$ cat src/rtl/thr_pkg.sv
// timestamped history ring: shared widths, codes, result type and helper functions
// no dependencies; imported by thr_core and the top level

package thr_pkg;

  localparam int unsigned HistDepth = 16;
  localparam int unsigned StateBits = 32;

  localparam int unsigned PtrW    = $clog2(HistDepth);
  localparam int unsigned CntW    = $clog2(HistDepth + 1);
  localparam int unsigned TimeW   = 31;
  localparam int unsigned OutW    = 32;
  localparam int unsigned EntryW  = TimeW + StateBits;

  typedef enum logic {
    CMD_RECORD = 1'b0,
    CMD_LOOKUP = 1'b1
  } cmd_e;

  typedef enum logic [1:0] {
    ST_OK     = 2'd0,
    ST_EMPTY  = 2'd1,
    ST_REJECT = 2'd2
  } status_e;

  typedef struct packed {
    status_e            status;
    logic [TimeW-1:0]   last_time;
    logic [OutW-1:0]    current_state;
    logic [OutW-1:0]    found_state;
  } result_t;

  function automatic logic [PtrW-1:0] ptr_dec(input logic [PtrW-1:0] p);
    return (p == '0) ? PtrW'(HistDepth - 1) : p - PtrW'(1);
  endfunction

  function automatic logic [PtrW-1:0] ptr_inc(input logic [PtrW-1:0] p);
    return (p == PtrW'(HistDepth - 1)) ? '0 : p + PtrW'(1);
  endfunction

  function automatic logic [StateBits-1:0] fit_state(input logic [OutW-1:0] s);
    logic [63:0] w;
    w = 64'(s);
    return w[StateBits-1:0];
  endfunction

  function automatic logic [OutW-1:0] out_state(input logic [StateBits-1:0] s);
    logic [63:0] w;
    w = 64'(s);
    return w[OutW-1:0];
  endfunction

endpackage

$ cat src/rtl/thr_ram.sv
// generic single-write, single-read ram with registered read data
// no dependencies

module thr_ram #(
  parameter int unsigned Width = 8,
  parameter int unsigned Depth = 16
) (
  input  logic                     clk_i,
  input  logic                     we_i,
  input  logic [$clog2(Depth)-1:0] waddr_i,
  input  logic [Width-1:0]         wdata_i,
  input  logic [$clog2(Depth)-1:0] raddr_i,
  output logic [Width-1:0]         rdata_o
);

  logic [Width-1:0] mem_q [Depth];

  always_ff @(posedge clk_i) begin
    if (we_i) begin
      mem_q[waddr_i] <= wdata_i;
    end
    rdata_o <= mem_q[raddr_i];
  end

endmodule

$ cat src/rtl/thr_core.sv
// timestamped history ring: record/lookup sequencer around the entry ram
// depends on thr_pkg and thr_ram

module thr_core
  import thr_pkg::*;
(
  input  logic              clk_i,
  input  logic              rst_ni,
  input  logic              in_valid_i,
  output logic              in_ready_o,
  input  cmd_e              in_cmd_i,
  input  logic [OutW-1:0]   in_state_i,
  input  logic [TimeW-1:0]  in_time_i,
  output logic              res_valid_o,
  input  logic              res_ready_i,
  output result_t           res_o
);

  typedef enum logic [1:0] {
    S_IDLE = 2'b01,
    S_WALK = 2'b10
  } walk_state_e;

  walk_state_e           state_q, state_d;
  logic [PtrW-1:0]       wp_q, wp_d;
  logic [PtrW-1:0]       last_q, last_d;
  logic [PtrW-1:0]       rd_ptr_q, rd_ptr_d;
  logic [CntW-1:0]       fill_q, fill_d;
  logic [CntW-1:0]       cnt_q, cnt_d;
  logic [TimeW-1:0]      qtime_q, qtime_d;
  logic [StateBits-1:0]  prev_q, prev_d;
  logic [StateBits-1:0]  head_state_q, head_state_d;
  logic [TimeW-1:0]      head_time_q, head_time_d;
  result_t               res_q, res_d;
  logic                  res_valid_q, res_valid_d;

  logic                  accept;
  logic                  we;
  logic [PtrW-1:0]       waddr;
  logic [EntryW-1:0]     wdata;
  logic [PtrW-1:0]       raddr;
  logic [EntryW-1:0]     rdata;
  logic [StateBits-1:0]  st_in;
  logic [StateBits-1:0]  rd_state;
  logic [TimeW-1:0]      rd_time;

  // records and lookups never overlap, so the ram needs no forwarding
  thr_ram #(
    .Width (EntryW),
    .Depth (HistDepth)
  ) u_ram (
    .clk_i   (clk_i),
    .we_i    (we),
    .waddr_i (waddr),
    .wdata_i (wdata),
    .raddr_i (raddr),
    .rdata_o (rdata)
  );

  assign in_ready_o  = (state_q == S_IDLE) && !res_valid_q;
  assign accept      = in_valid_i && in_ready_o;
  assign st_in       = fit_state(in_state_i);
  assign rd_state    = rdata[StateBits-1:0];
  assign rd_time     = rdata[EntryW-1:StateBits];
  assign res_valid_o = res_valid_q;
  assign res_o       = res_q;

  always_comb begin
    state_d      = state_q;
    wp_d         = wp_q;
    last_d       = last_q;
    rd_ptr_d     = rd_ptr_q;
    fill_d       = fill_q;
    cnt_d        = cnt_q;
    qtime_d      = qtime_q;
    prev_d       = prev_q;
    head_state_d = head_state_q;
    head_time_d  = head_time_q;
    res_d        = res_q;
    res_valid_d  = res_valid_q && !res_ready_i;
    we           = 1'b0;
    waddr        = wp_q;
    wdata        = {in_time_i, st_in};
    raddr        = ptr_dec(last_q);

    case (state_q)
      S_IDLE: begin
        if (accept) begin
          if (in_cmd_i == CMD_RECORD) begin
            res_valid_d = 1'b1;
            if (fill_q == '0 || in_time_i > head_time_q) begin
              // append, dropping the oldest entry when full
              we           = 1'b1;
              wp_d         = ptr_inc(wp_q);
              last_d       = wp_q;
              fill_d       = (fill_q == CntW'(HistDepth)) ? fill_q : fill_q + CntW'(1);
              head_state_d = st_in;
              head_time_d  = in_time_i;
              res_d        = '{ST_OK, in_time_i, out_state(st_in), out_state(st_in)};
            end else if (in_time_i == head_time_q) begin
              // same time: overwrite newest state in place
              we           = 1'b1;
              waddr        = last_q;
              wdata        = {head_time_q, st_in};
              head_state_d = st_in;
              res_d        = '{ST_OK, head_time_q, out_state(st_in), out_state(st_in)};
            end else begin
              res_d = '{ST_REJECT, head_time_q, out_state(head_state_q),
                        out_state(head_state_q)};
            end
          end else begin
            if (fill_q == '0) begin
              res_valid_d = 1'b1;
              res_d       = '{ST_EMPTY, '0, '0, '0};
            end else if (fill_q == CntW'(1)) begin
              res_valid_d = 1'b1;
              res_d       = '{ST_OK, head_time_q, out_state(head_state_q),
                              out_state(head_state_q)};
            end else begin
              rd_ptr_d = ptr_dec(last_q);
              cnt_d    = CntW'(2);
              qtime_d  = in_time_i;
              prev_d   = head_state_q;
              state_d  = S_WALK;
            end
          end
        end
      end
      S_WALK: begin
        if (rd_time < qtime_q) begin
          res_valid_d = 1'b1;
          res_d       = '{ST_OK, head_time_q, out_state(head_state_q), out_state(prev_q)};
          state_d     = S_IDLE;
        end else if (cnt_q == fill_q) begin
          res_valid_d = 1'b1;
          res_d       = '{ST_OK, head_time_q, out_state(head_state_q), out_state(rd_state)};
          state_d     = S_IDLE;
        end else begin
          prev_d   = rd_state;
          raddr    = ptr_dec(rd_ptr_q);
          rd_ptr_d = ptr_dec(rd_ptr_q);
          cnt_d    = cnt_q + CntW'(1);
        end
      end
      default: begin
        state_d = S_IDLE;
      end
    endcase
  end

  always_ff @(posedge clk_i or negedge rst_ni) begin
    if (!rst_ni) begin
      state_q     <= S_IDLE;
      wp_q        <= '0;
      last_q      <= PtrW'(HistDepth - 1);
      fill_q      <= '0;
      cnt_q       <= '0;
      res_valid_q <= 1'b0;
    end else begin
      state_q     <= state_d;
      wp_q        <= wp_d;
      last_q      <= last_d;
      fill_q      <= fill_d;
      cnt_q       <= cnt_d;
      res_valid_q <= res_valid_d;
    end
  end

  always_ff @(posedge clk_i) begin
    rd_ptr_q     <= rd_ptr_d;
    qtime_q      <= qtime_d;
    prev_q       <= prev_d;
    head_state_q <= head_state_d;
    head_time_q  <= head_time_d;
    res_q        <= res_d;
  end

  a_fill_bound : assert property (@(posedge clk_i) disable iff (!rst_ni)
    fill_q <= CntW'(HistDepth))
    else $error("fill count above ring depth");

  a_walk_no_pending : assert property (@(posedge clk_i) disable iff (!rst_ni)
    (state_q == S_WALK) |-> !res_valid_q)
    else $error("walk running with a result still pending");

  a_walk_count : assert property (@(posedge clk_i) disable iff (!rst_ni)
    (state_q == S_WALK) |-> (cnt_q >= CntW'(2) && cnt_q <= fill_q))
    else $error("walk index outside stored entries");

  a_last_ptr : assert property (@(posedge clk_i) disable iff (!rst_ni)
    last_q == ptr_dec(wp_q))
    else $error("newest slot pointer out of step with write pointer");

endmodule

$ cat src/rtl/timestamped_history_ring_unit.sv
// timestamped history ring: top level with stream ports and output register
// depends on thr_pkg and thr_core
//
// channel   dir  tdata                                         tuser
// s_axis    in   new_state[31:0], time_value[62:32], pad[63]   command[0]
// m_axis    out  found_state[31:0], current_state[63:32],      status[1:0]
//                last_change_time[94:64], pad[95]
//
// record, and lookup on a ring holding zero or one entry: answered from the head registers
// other lookups: walk back through older entries (up to 15), one ram read per cycle
// reset leaves the ring empty; the entry ram is not cleared
// input stalls while a walk runs or a result waits in the holding stage;
// a result waits there only while the output register is full and not taken

module timestamped_history_ring_unit
  import thr_pkg::*;
(
  input  logic        clk_i,
  input  logic        rst_ni,
  input  logic        s_axis_tvalid_i,
  output logic        s_axis_tready_o,
  input  logic [63:0] s_axis_tdata_i,   // new_state, time_value, zero pad
  input  logic [0:0]  s_axis_tuser_i,   // command
  output logic        m_axis_tvalid_o,
  input  logic        m_axis_tready_i,
  output logic [95:0] m_axis_tdata_o,   // found_state, current_state, last_change_time, pad
  output logic [1:0]  m_axis_tuser_o    // status
);

  logic    res_valid;
  logic    res_ready;
  result_t res;
  result_t out_q;
  logic    out_valid_q;

  thr_core u_core (
    .clk_i       (clk_i),
    .rst_ni      (rst_ni),
    .in_valid_i  (s_axis_tvalid_i),
    .in_ready_o  (s_axis_tready_o),
    .in_cmd_i    (cmd_e'(s_axis_tuser_i[0])),
    .in_state_i  (s_axis_tdata_i[31:0]),
    .in_time_i   (s_axis_tdata_i[62:32]),
    .res_valid_o (res_valid),
    .res_ready_i (res_ready),
    .res_o       (res)
  );

  assign res_ready = !out_valid_q || m_axis_tready_i;

  always_ff @(posedge clk_i or negedge rst_ni) begin
    if (!rst_ni) begin
      out_valid_q <= 1'b0;
    end else if (res_ready) begin
      out_valid_q <= res_valid;
    end
  end

  always_ff @(posedge clk_i) begin
    if (res_valid && res_ready) begin
      out_q <= res;
    end
  end

  assign m_axis_tvalid_o = out_valid_q;
  assign m_axis_tdata_o  = {1'b0, out_q.last_time, out_q.current_state, out_q.found_state};
  assign m_axis_tuser_o  = out_q.status;

endmodule
$ cat config.mk
export PLATFORM = sky130hd
export DESIGN_NAME = timestamped_history_ring_unit
export DESIGN_NICKNAME = d
export VERILOG_FILES = /design/src/rtl/thr_pkg.sv /design/src/rtl/thr_ram.sv /design/src/rtl/thr_core.sv /design/src/rtl/timestamped_history_ring_unit.sv
export SDC_FILE = /design/constraint.sdc
export NUM_CORES = 2
export LEC_CHECK = 0
export BUFFER_PORTS_ARGS = -buffer_cell sky130_fd_sc_hd__buf_2
export CAP_MARGIN = 20
export CORE_UTILIZATION = 40
export DETAILED_ROUTE_END_ITERATION = 16
export HOLD_SLACK_MARGIN = 0.12
export SLEW_MARGIN = 20
export SYNTH_ARGS = -nofsm -noshare
export SYNTH_HDL_FRONTEND = slang
export SYNTH_SLANG_ARGS = --single-unit
export TNS_END_PERCENT = 1
$ cat constraint.sdc
create_clock -name clk_i -period 19.2 [get_ports clk_i]
set_clock_uncertainty 0.15 [all_clocks]
set_input_delay 1.92 -clock clk_i [delete_from_list [all_inputs] [get_ports clk_i]]
set_output_delay 1.92 -clock clk_i [all_outputs]
set_load 0.05 [all_outputs]
Word-level counts from Yosys, hierarchy flattened --
Memories as Yosys holds them, arrays and structs flattened. A register that Yosys moved wholly into a read port is not among the register bits. Cells that the tools add are included.
Storage, ports and cells: input bits 69, flip-flop bits (word level) 346, memories kept 1, RAM bits 1008
Memory list:
- u_core.u_ram.mem_q | words 16, bits a word 63, rd ports 1, clocked after Yosys merged registers in 1, write ports 1, line thr_ram.sv:16 | logic [Width-1:0] mem_q [Depth];
Operators by class: equal/unequal tests 15, reductions and logical operators 21, add/subtract/negate cells 5, order comparisons 2, bitwise gates (word level) 4, muxes and demuxes 69
Operators with widths (number):
- 97-bit 2-to-1 mux | 8
- 63-bit 2-to-1 mux | 5
- 32-bit 2-to-1 mux | 8
- 97-bit one-hot mux with 2 select lines | 1
- 4-bit 2-to-1 mux | 17
- 32-bit one-hot mux with 2 select lines | 1
- 31-bit == test | 1
- 31-bit > comparator | 1
- 31-bit less-than comparator | 1
- 5-bit 2-to-1 mux | 6
- 5-bit AND reduction | 3
- 1-bit 2-to-1 mux | 13
- 2-bit 2-to-1 mux | 6
- 4-bit AND reduction | 3
- 5-bit by 1-bit adder with 5-bit output (second input constant) | 2
- 2-bit != test (second input constant) | 5
- 5-bit one-hot mux with 2 select lines | 1
- 4-bit logical NOT | 2
- 4-bit one-hot mux with 2 select lines | 1
- 4-bit by 1-bit subtractor with 4-bit output (second input constant) | 2
- 7-bit AND reduction | 1
- 5-bit by 1-bit == test with 1-bit output (second input constant) | 1
- 5-bit == test | 1
- 5-bit == test (second input constant) | 1
- 15 further kinds | 25

Depth between registers and ports, before layout --
depth in word-level cells 9, mapped depth 14, gate-level depth less buffers 11

Cells and area by module --
A second synthesis with hierarchy kept.
Second synthesis, totals: cell total of the unflattened synthesis 2640, area total of the unflattened synthesis 54325.9 um^2
Modules (own cells, without submodules):
- thr_ram | seq. area each 31530.2 um^2, times used 1, area each 38989.9 um^2, cells an instance 1622
- thr_core | seq. area each 7348.3 um^2, times used 1, area each 12358.1 um^2, cells an instance 915
- timestamped_history_ring_unit | seq. area each 2937.8 um^2, times used 1, area each 2977.9 um^2, cells an instance 103

Worst setup path after synthesis --
OpenSTA, ideal clock, no wires.
kind input-to-reg, start input port s_axis_tuser_i, end register u_core.res_q (netlist bit u_core.res_o[0]), enable pin, setup slack 8.852 ns, data arrival time 9.502 ns, buffers on the path 1, stages on the path 4, library setup time 0.696 ns, cells stage by stage clkbuf_1 -> o41ai_1 -> nand3_1 -> a211oi_1
Between the ends: longest elaborated chain between the ends 2
Ends and longest elaborated chain:
- from (decl) | line timestamped_history_ring_unit.sv:23 | input logic [0:0] s_axis_tuser_i,
- 4-bit != test (no line)
- 4-bit AND reduction (no line)
- to (signal assigned) | line thr_core.sv:175 | res_q <= res_d;
- to (decl) | line thr_core.sv:34 | result_t res_q, res_d;
No other way between the ends. A chain may end at the register's enable or synchronous reset.

Worst setup path in the final report --
start register u_core.qtime_q[8], end register u_core.u_ram.rdata_o[35], read port of u_core.u_ram.mem_q
Between the ends: longest elaborated chain between the ends 3
Ends and longest elaborated chain:
- from (decl) | line thr_core.sv:30 | logic [TimeW-1:0] qtime_q, qtime_d;
- from (signal assigned) | line thr_core.sv:171 | qtime_q <= qtime_d;
- 31-bit less-than comparator | line thr_core.sv:130 | if (rd_time < qtime_q) begin
- 4-bit 2-to-1 mux | line thr_core.sv:130
- 4-bit 2-to-1 mux | line thr_core.sv:86 | case (state_q)
- to (decl) | line thr_ram.sv:13 | output logic [Width-1:0] rdata_o
No other way between the ends.

==> impl_metrics.yaml <==
global_route:
  grt_pass1_wl_um: 196500
  overflow: 0
  grt_pass1_vias: 29060
  antenna_found_initial: 12
  grt_max_degree: 130
  grt_usage_pct: 19.09
sta:
  slew_viol_final: 0
  final.setup.tns_ns: 0
  max_freq_mhz: 129.3
  relSlewSlack_pct: 23.12
  final.setup.worst_slack_ns: 11.46
  hold_viol_final: 0
  min_period_ns: 7.737
  worst_slew_pin_slew_ns: 1.143
  setup_viol: 0
  period_share_pct: 40.29
  grt_setup_unrepaired: "no"
layout:
  nets: 3585
  area_growth_pct: 14.19
  seq_area_mm2: 0.04182
  nFillCells: 11710
  drive_above_1_share_pct: 16.54
  multi_input_area_mm2: 0.01268
  final_cells: 5358
  fin_util_pct: 46.00
yosys:
  synth-seq-area-share_pct: 75.49
  synthArstFlopShare_pct: 1.553
  synthFlopType: "edfxtp_1"
  synthesis.area_mm2: 0.05539
  synthCells: 3221
  syn_area_per_cell_um2: 17.20
  synthTopCellsByArea: "edfxtp_1, mux2i_1, o22ai_1, dfxtp_1, ha_1"
  ys_ff_latch: 1417
  yosysWarnings: 0
  syn_nets: 3361
  synth.most_common_cell: "edfxtp_1"
  synth.distinct_cells: 64
  netlist_top_cells_count: "edfxtp_1, mux2i_1, o22ai_1"
  yosys.area.top_type: "edfxtp_1"
  synth_edf_count: 1332
  yosys.area.top_type_share_pct: 72.21
drt:
  wl_per_cell_um: 25.34
  viasPerCell: 5.572
  routed_wirelength_um: 135800
  drtPass1Iterations: 6
  drtIter0Drc: 2830
  ant_nets: 0
  remaining_drc_errors: 0
  num_vias: 29860
clocking:
  clkLatencyLatePin_ns: 0.77
  cts.sinks: 1417
  cts_buffers: 142
  postCtsResizedCells: 0
  cts_post_setup_buffers_inserted: 0
  cts_buffer_depth: 3
  holdBufCountCts: 0
  cts_max_level: 4
  cts-root-buf: "clkbuf_16"
  tritoncts: "built"
  clkTransAtPathRegs_ns: 0.06
placed_design:
  dp_hpwl_um: 71820
  portBuffers: 166
  dp_slack_ns: 11.40
  place_inst: 5095
  gp_congestion: 0.7648
floorplanning:
  rows: 136
  die_area_mm2: 0.1400
  die_h_um: 374.1
  coreArea_mm2: 0.1375
  start_util_pct: 40.29
  die_w_um: 374.1
  ios: 169
power_and_ir_drop:
  leakagePower_nw: 21.46
  ir_worst_vdd_uv: 162.1
  power_mw: 9.706
  p_per_area_mw_per_mm2: 153.5
setup_path:
  end_kind: "flip-flop"
  crit_start: "u_core.qtime_q[8]"
  startpoint_type: "flip-flop"
  r2r-start: "u_core.qtime_q[8]"
  required_ns: 19.67
  critPathKind: "reg -> reg"
  crit_path_max_fanout: 56
  cp.arrival_ns: 8.21
run:
  maxCapViolations: 0
worst_hold_path:
  hold_class: "reg -> reg"
  min-delay-start: "u_core.res_o[72]"
run_status:
  status: "finished, final reports clean"
power breakdown:
group,total [mW],internal (mW),switching [mW]
Clock,2.74,1.59,1.15
Sequential,4.00,3.86,0.140
Combinational,2.96,1.03,1.94
critical path, cell delays in order (launching register included):
cell      delay (ns)
edfxtp_1        0.39
inv_1           0.08
ha_1            0.23
a211oi_1        0.24
o21ai_1         0.11
a311oi_1        0.49
o21ai_1         0.46
a22oi_4         0.73
mux2i_4         0.97
buf_4           0.93
buf_4           0.80
buf_4           0.88
mux2i_1         0.29
o22ai_1         0.11
or4_1           0.57
logic make-up after synthesis:
group                    count (synthesis)  synth area share, %
flip-flops                            1417                75.49
multiplexers                           577                10.58
AO/OA/AOI/OAI                          521                6.578
AND/OR/NAND/NOR                        359                3.278
buffers and inverters                  261                2.225
adder cells (fa/ha/maj)                 71                1.604
XOR/XNOR                                14               0.2349
other                                    1             0.006770
layer usage:
layer  up-vias  share of wire [%]  GRT usage, %
met4        12                2.4         5.900
met5         -              0.066             0
met3       224                6.3         3.429
met1     15330                 42         25.28
met2       966                 49         31.90
li1      13330                  -             -
path summary, 6_finish.rpt:
| path | cells after the start | to | slack, ns |
|---|---|---|---|
| max | 14 | u_core.u_ram.rdata_o[35] | 11.46 |
| min | 0 | m_axis_tdata_o[72] | 0.26 |
| max reg2reg | 14 | u_core.u_ram.rdata_o[35] | 11.46 |
| min reg2reg | 0 | m_axis_tdata_o[72] | 0.26 |
| max in group asynchronous | 1 | u_core.last_q[3] | 17.54 |
| min in group asynchronous | 1 | u_core.cnt_q[2] | 0.99 |
layout make-up:
class,instances,area share [%]
Multi-Input combinational cell,1543,20.04
Tap cell,1794,3.549
Antenna cell,3,0.01187
Timing Repair Buffer,259,2.528
Inverter,82,0.4866
Clock inverter,75,1.068
Sequential cell,1417,66.11
Clock buffer,185,6.200
registers in the layout, summed over array words and instances (netlist names):
name,cells
u_core.head_state_q,32
u_core.res_valid_o,1
u_core.last_q,4
u_core.u_ram.rdata_o,63
u_core.qtime_q,31
m_axis_tuser_o,2
u_core.fill_q,5
m_axis_tdata_o,95
u_core.u_ram.mem_q,1008
u_core.head_time_q,31
u_core.cnt_q,5
u_core.prev_q,32
u_core.res_o,97
u_core.rd_ptr_q,4
u_core.wp_q,4
m_axis_tvalid_o,1
u_core.state_q,2
per-stage QoR:
stage               hold slack (ns)  instance area (µm²)
floorplan                    0.2503                55390
global placement             0.2519                58550
detailed placement           0.2545                58640
CTS                          0.2586                63240
global route                 0.2633                63250
finish                       0.2553                63250
placed cells by master (no fill, tap or decap), drive strengths merged, types with 40 or more instances in the layout:
| cell type | n |
|---|---|
| inv | 87 |
| buf | 259 |
| nor2 | 40 |
| clkbuf | 185 |
| or4 | 63 |
| ha | 71 |
| mux2i | 508 |
| edfxtp | 1332 |
| o21ai | 56 |
| clkinv | 52 |
| nand2 | 147 |
| nor3 | 42 |
| dfxtp | 63 |
| mux2 | 69 |
| o22ai | 253 |
No activity file was read; power rests on OpenSTA's default activity.
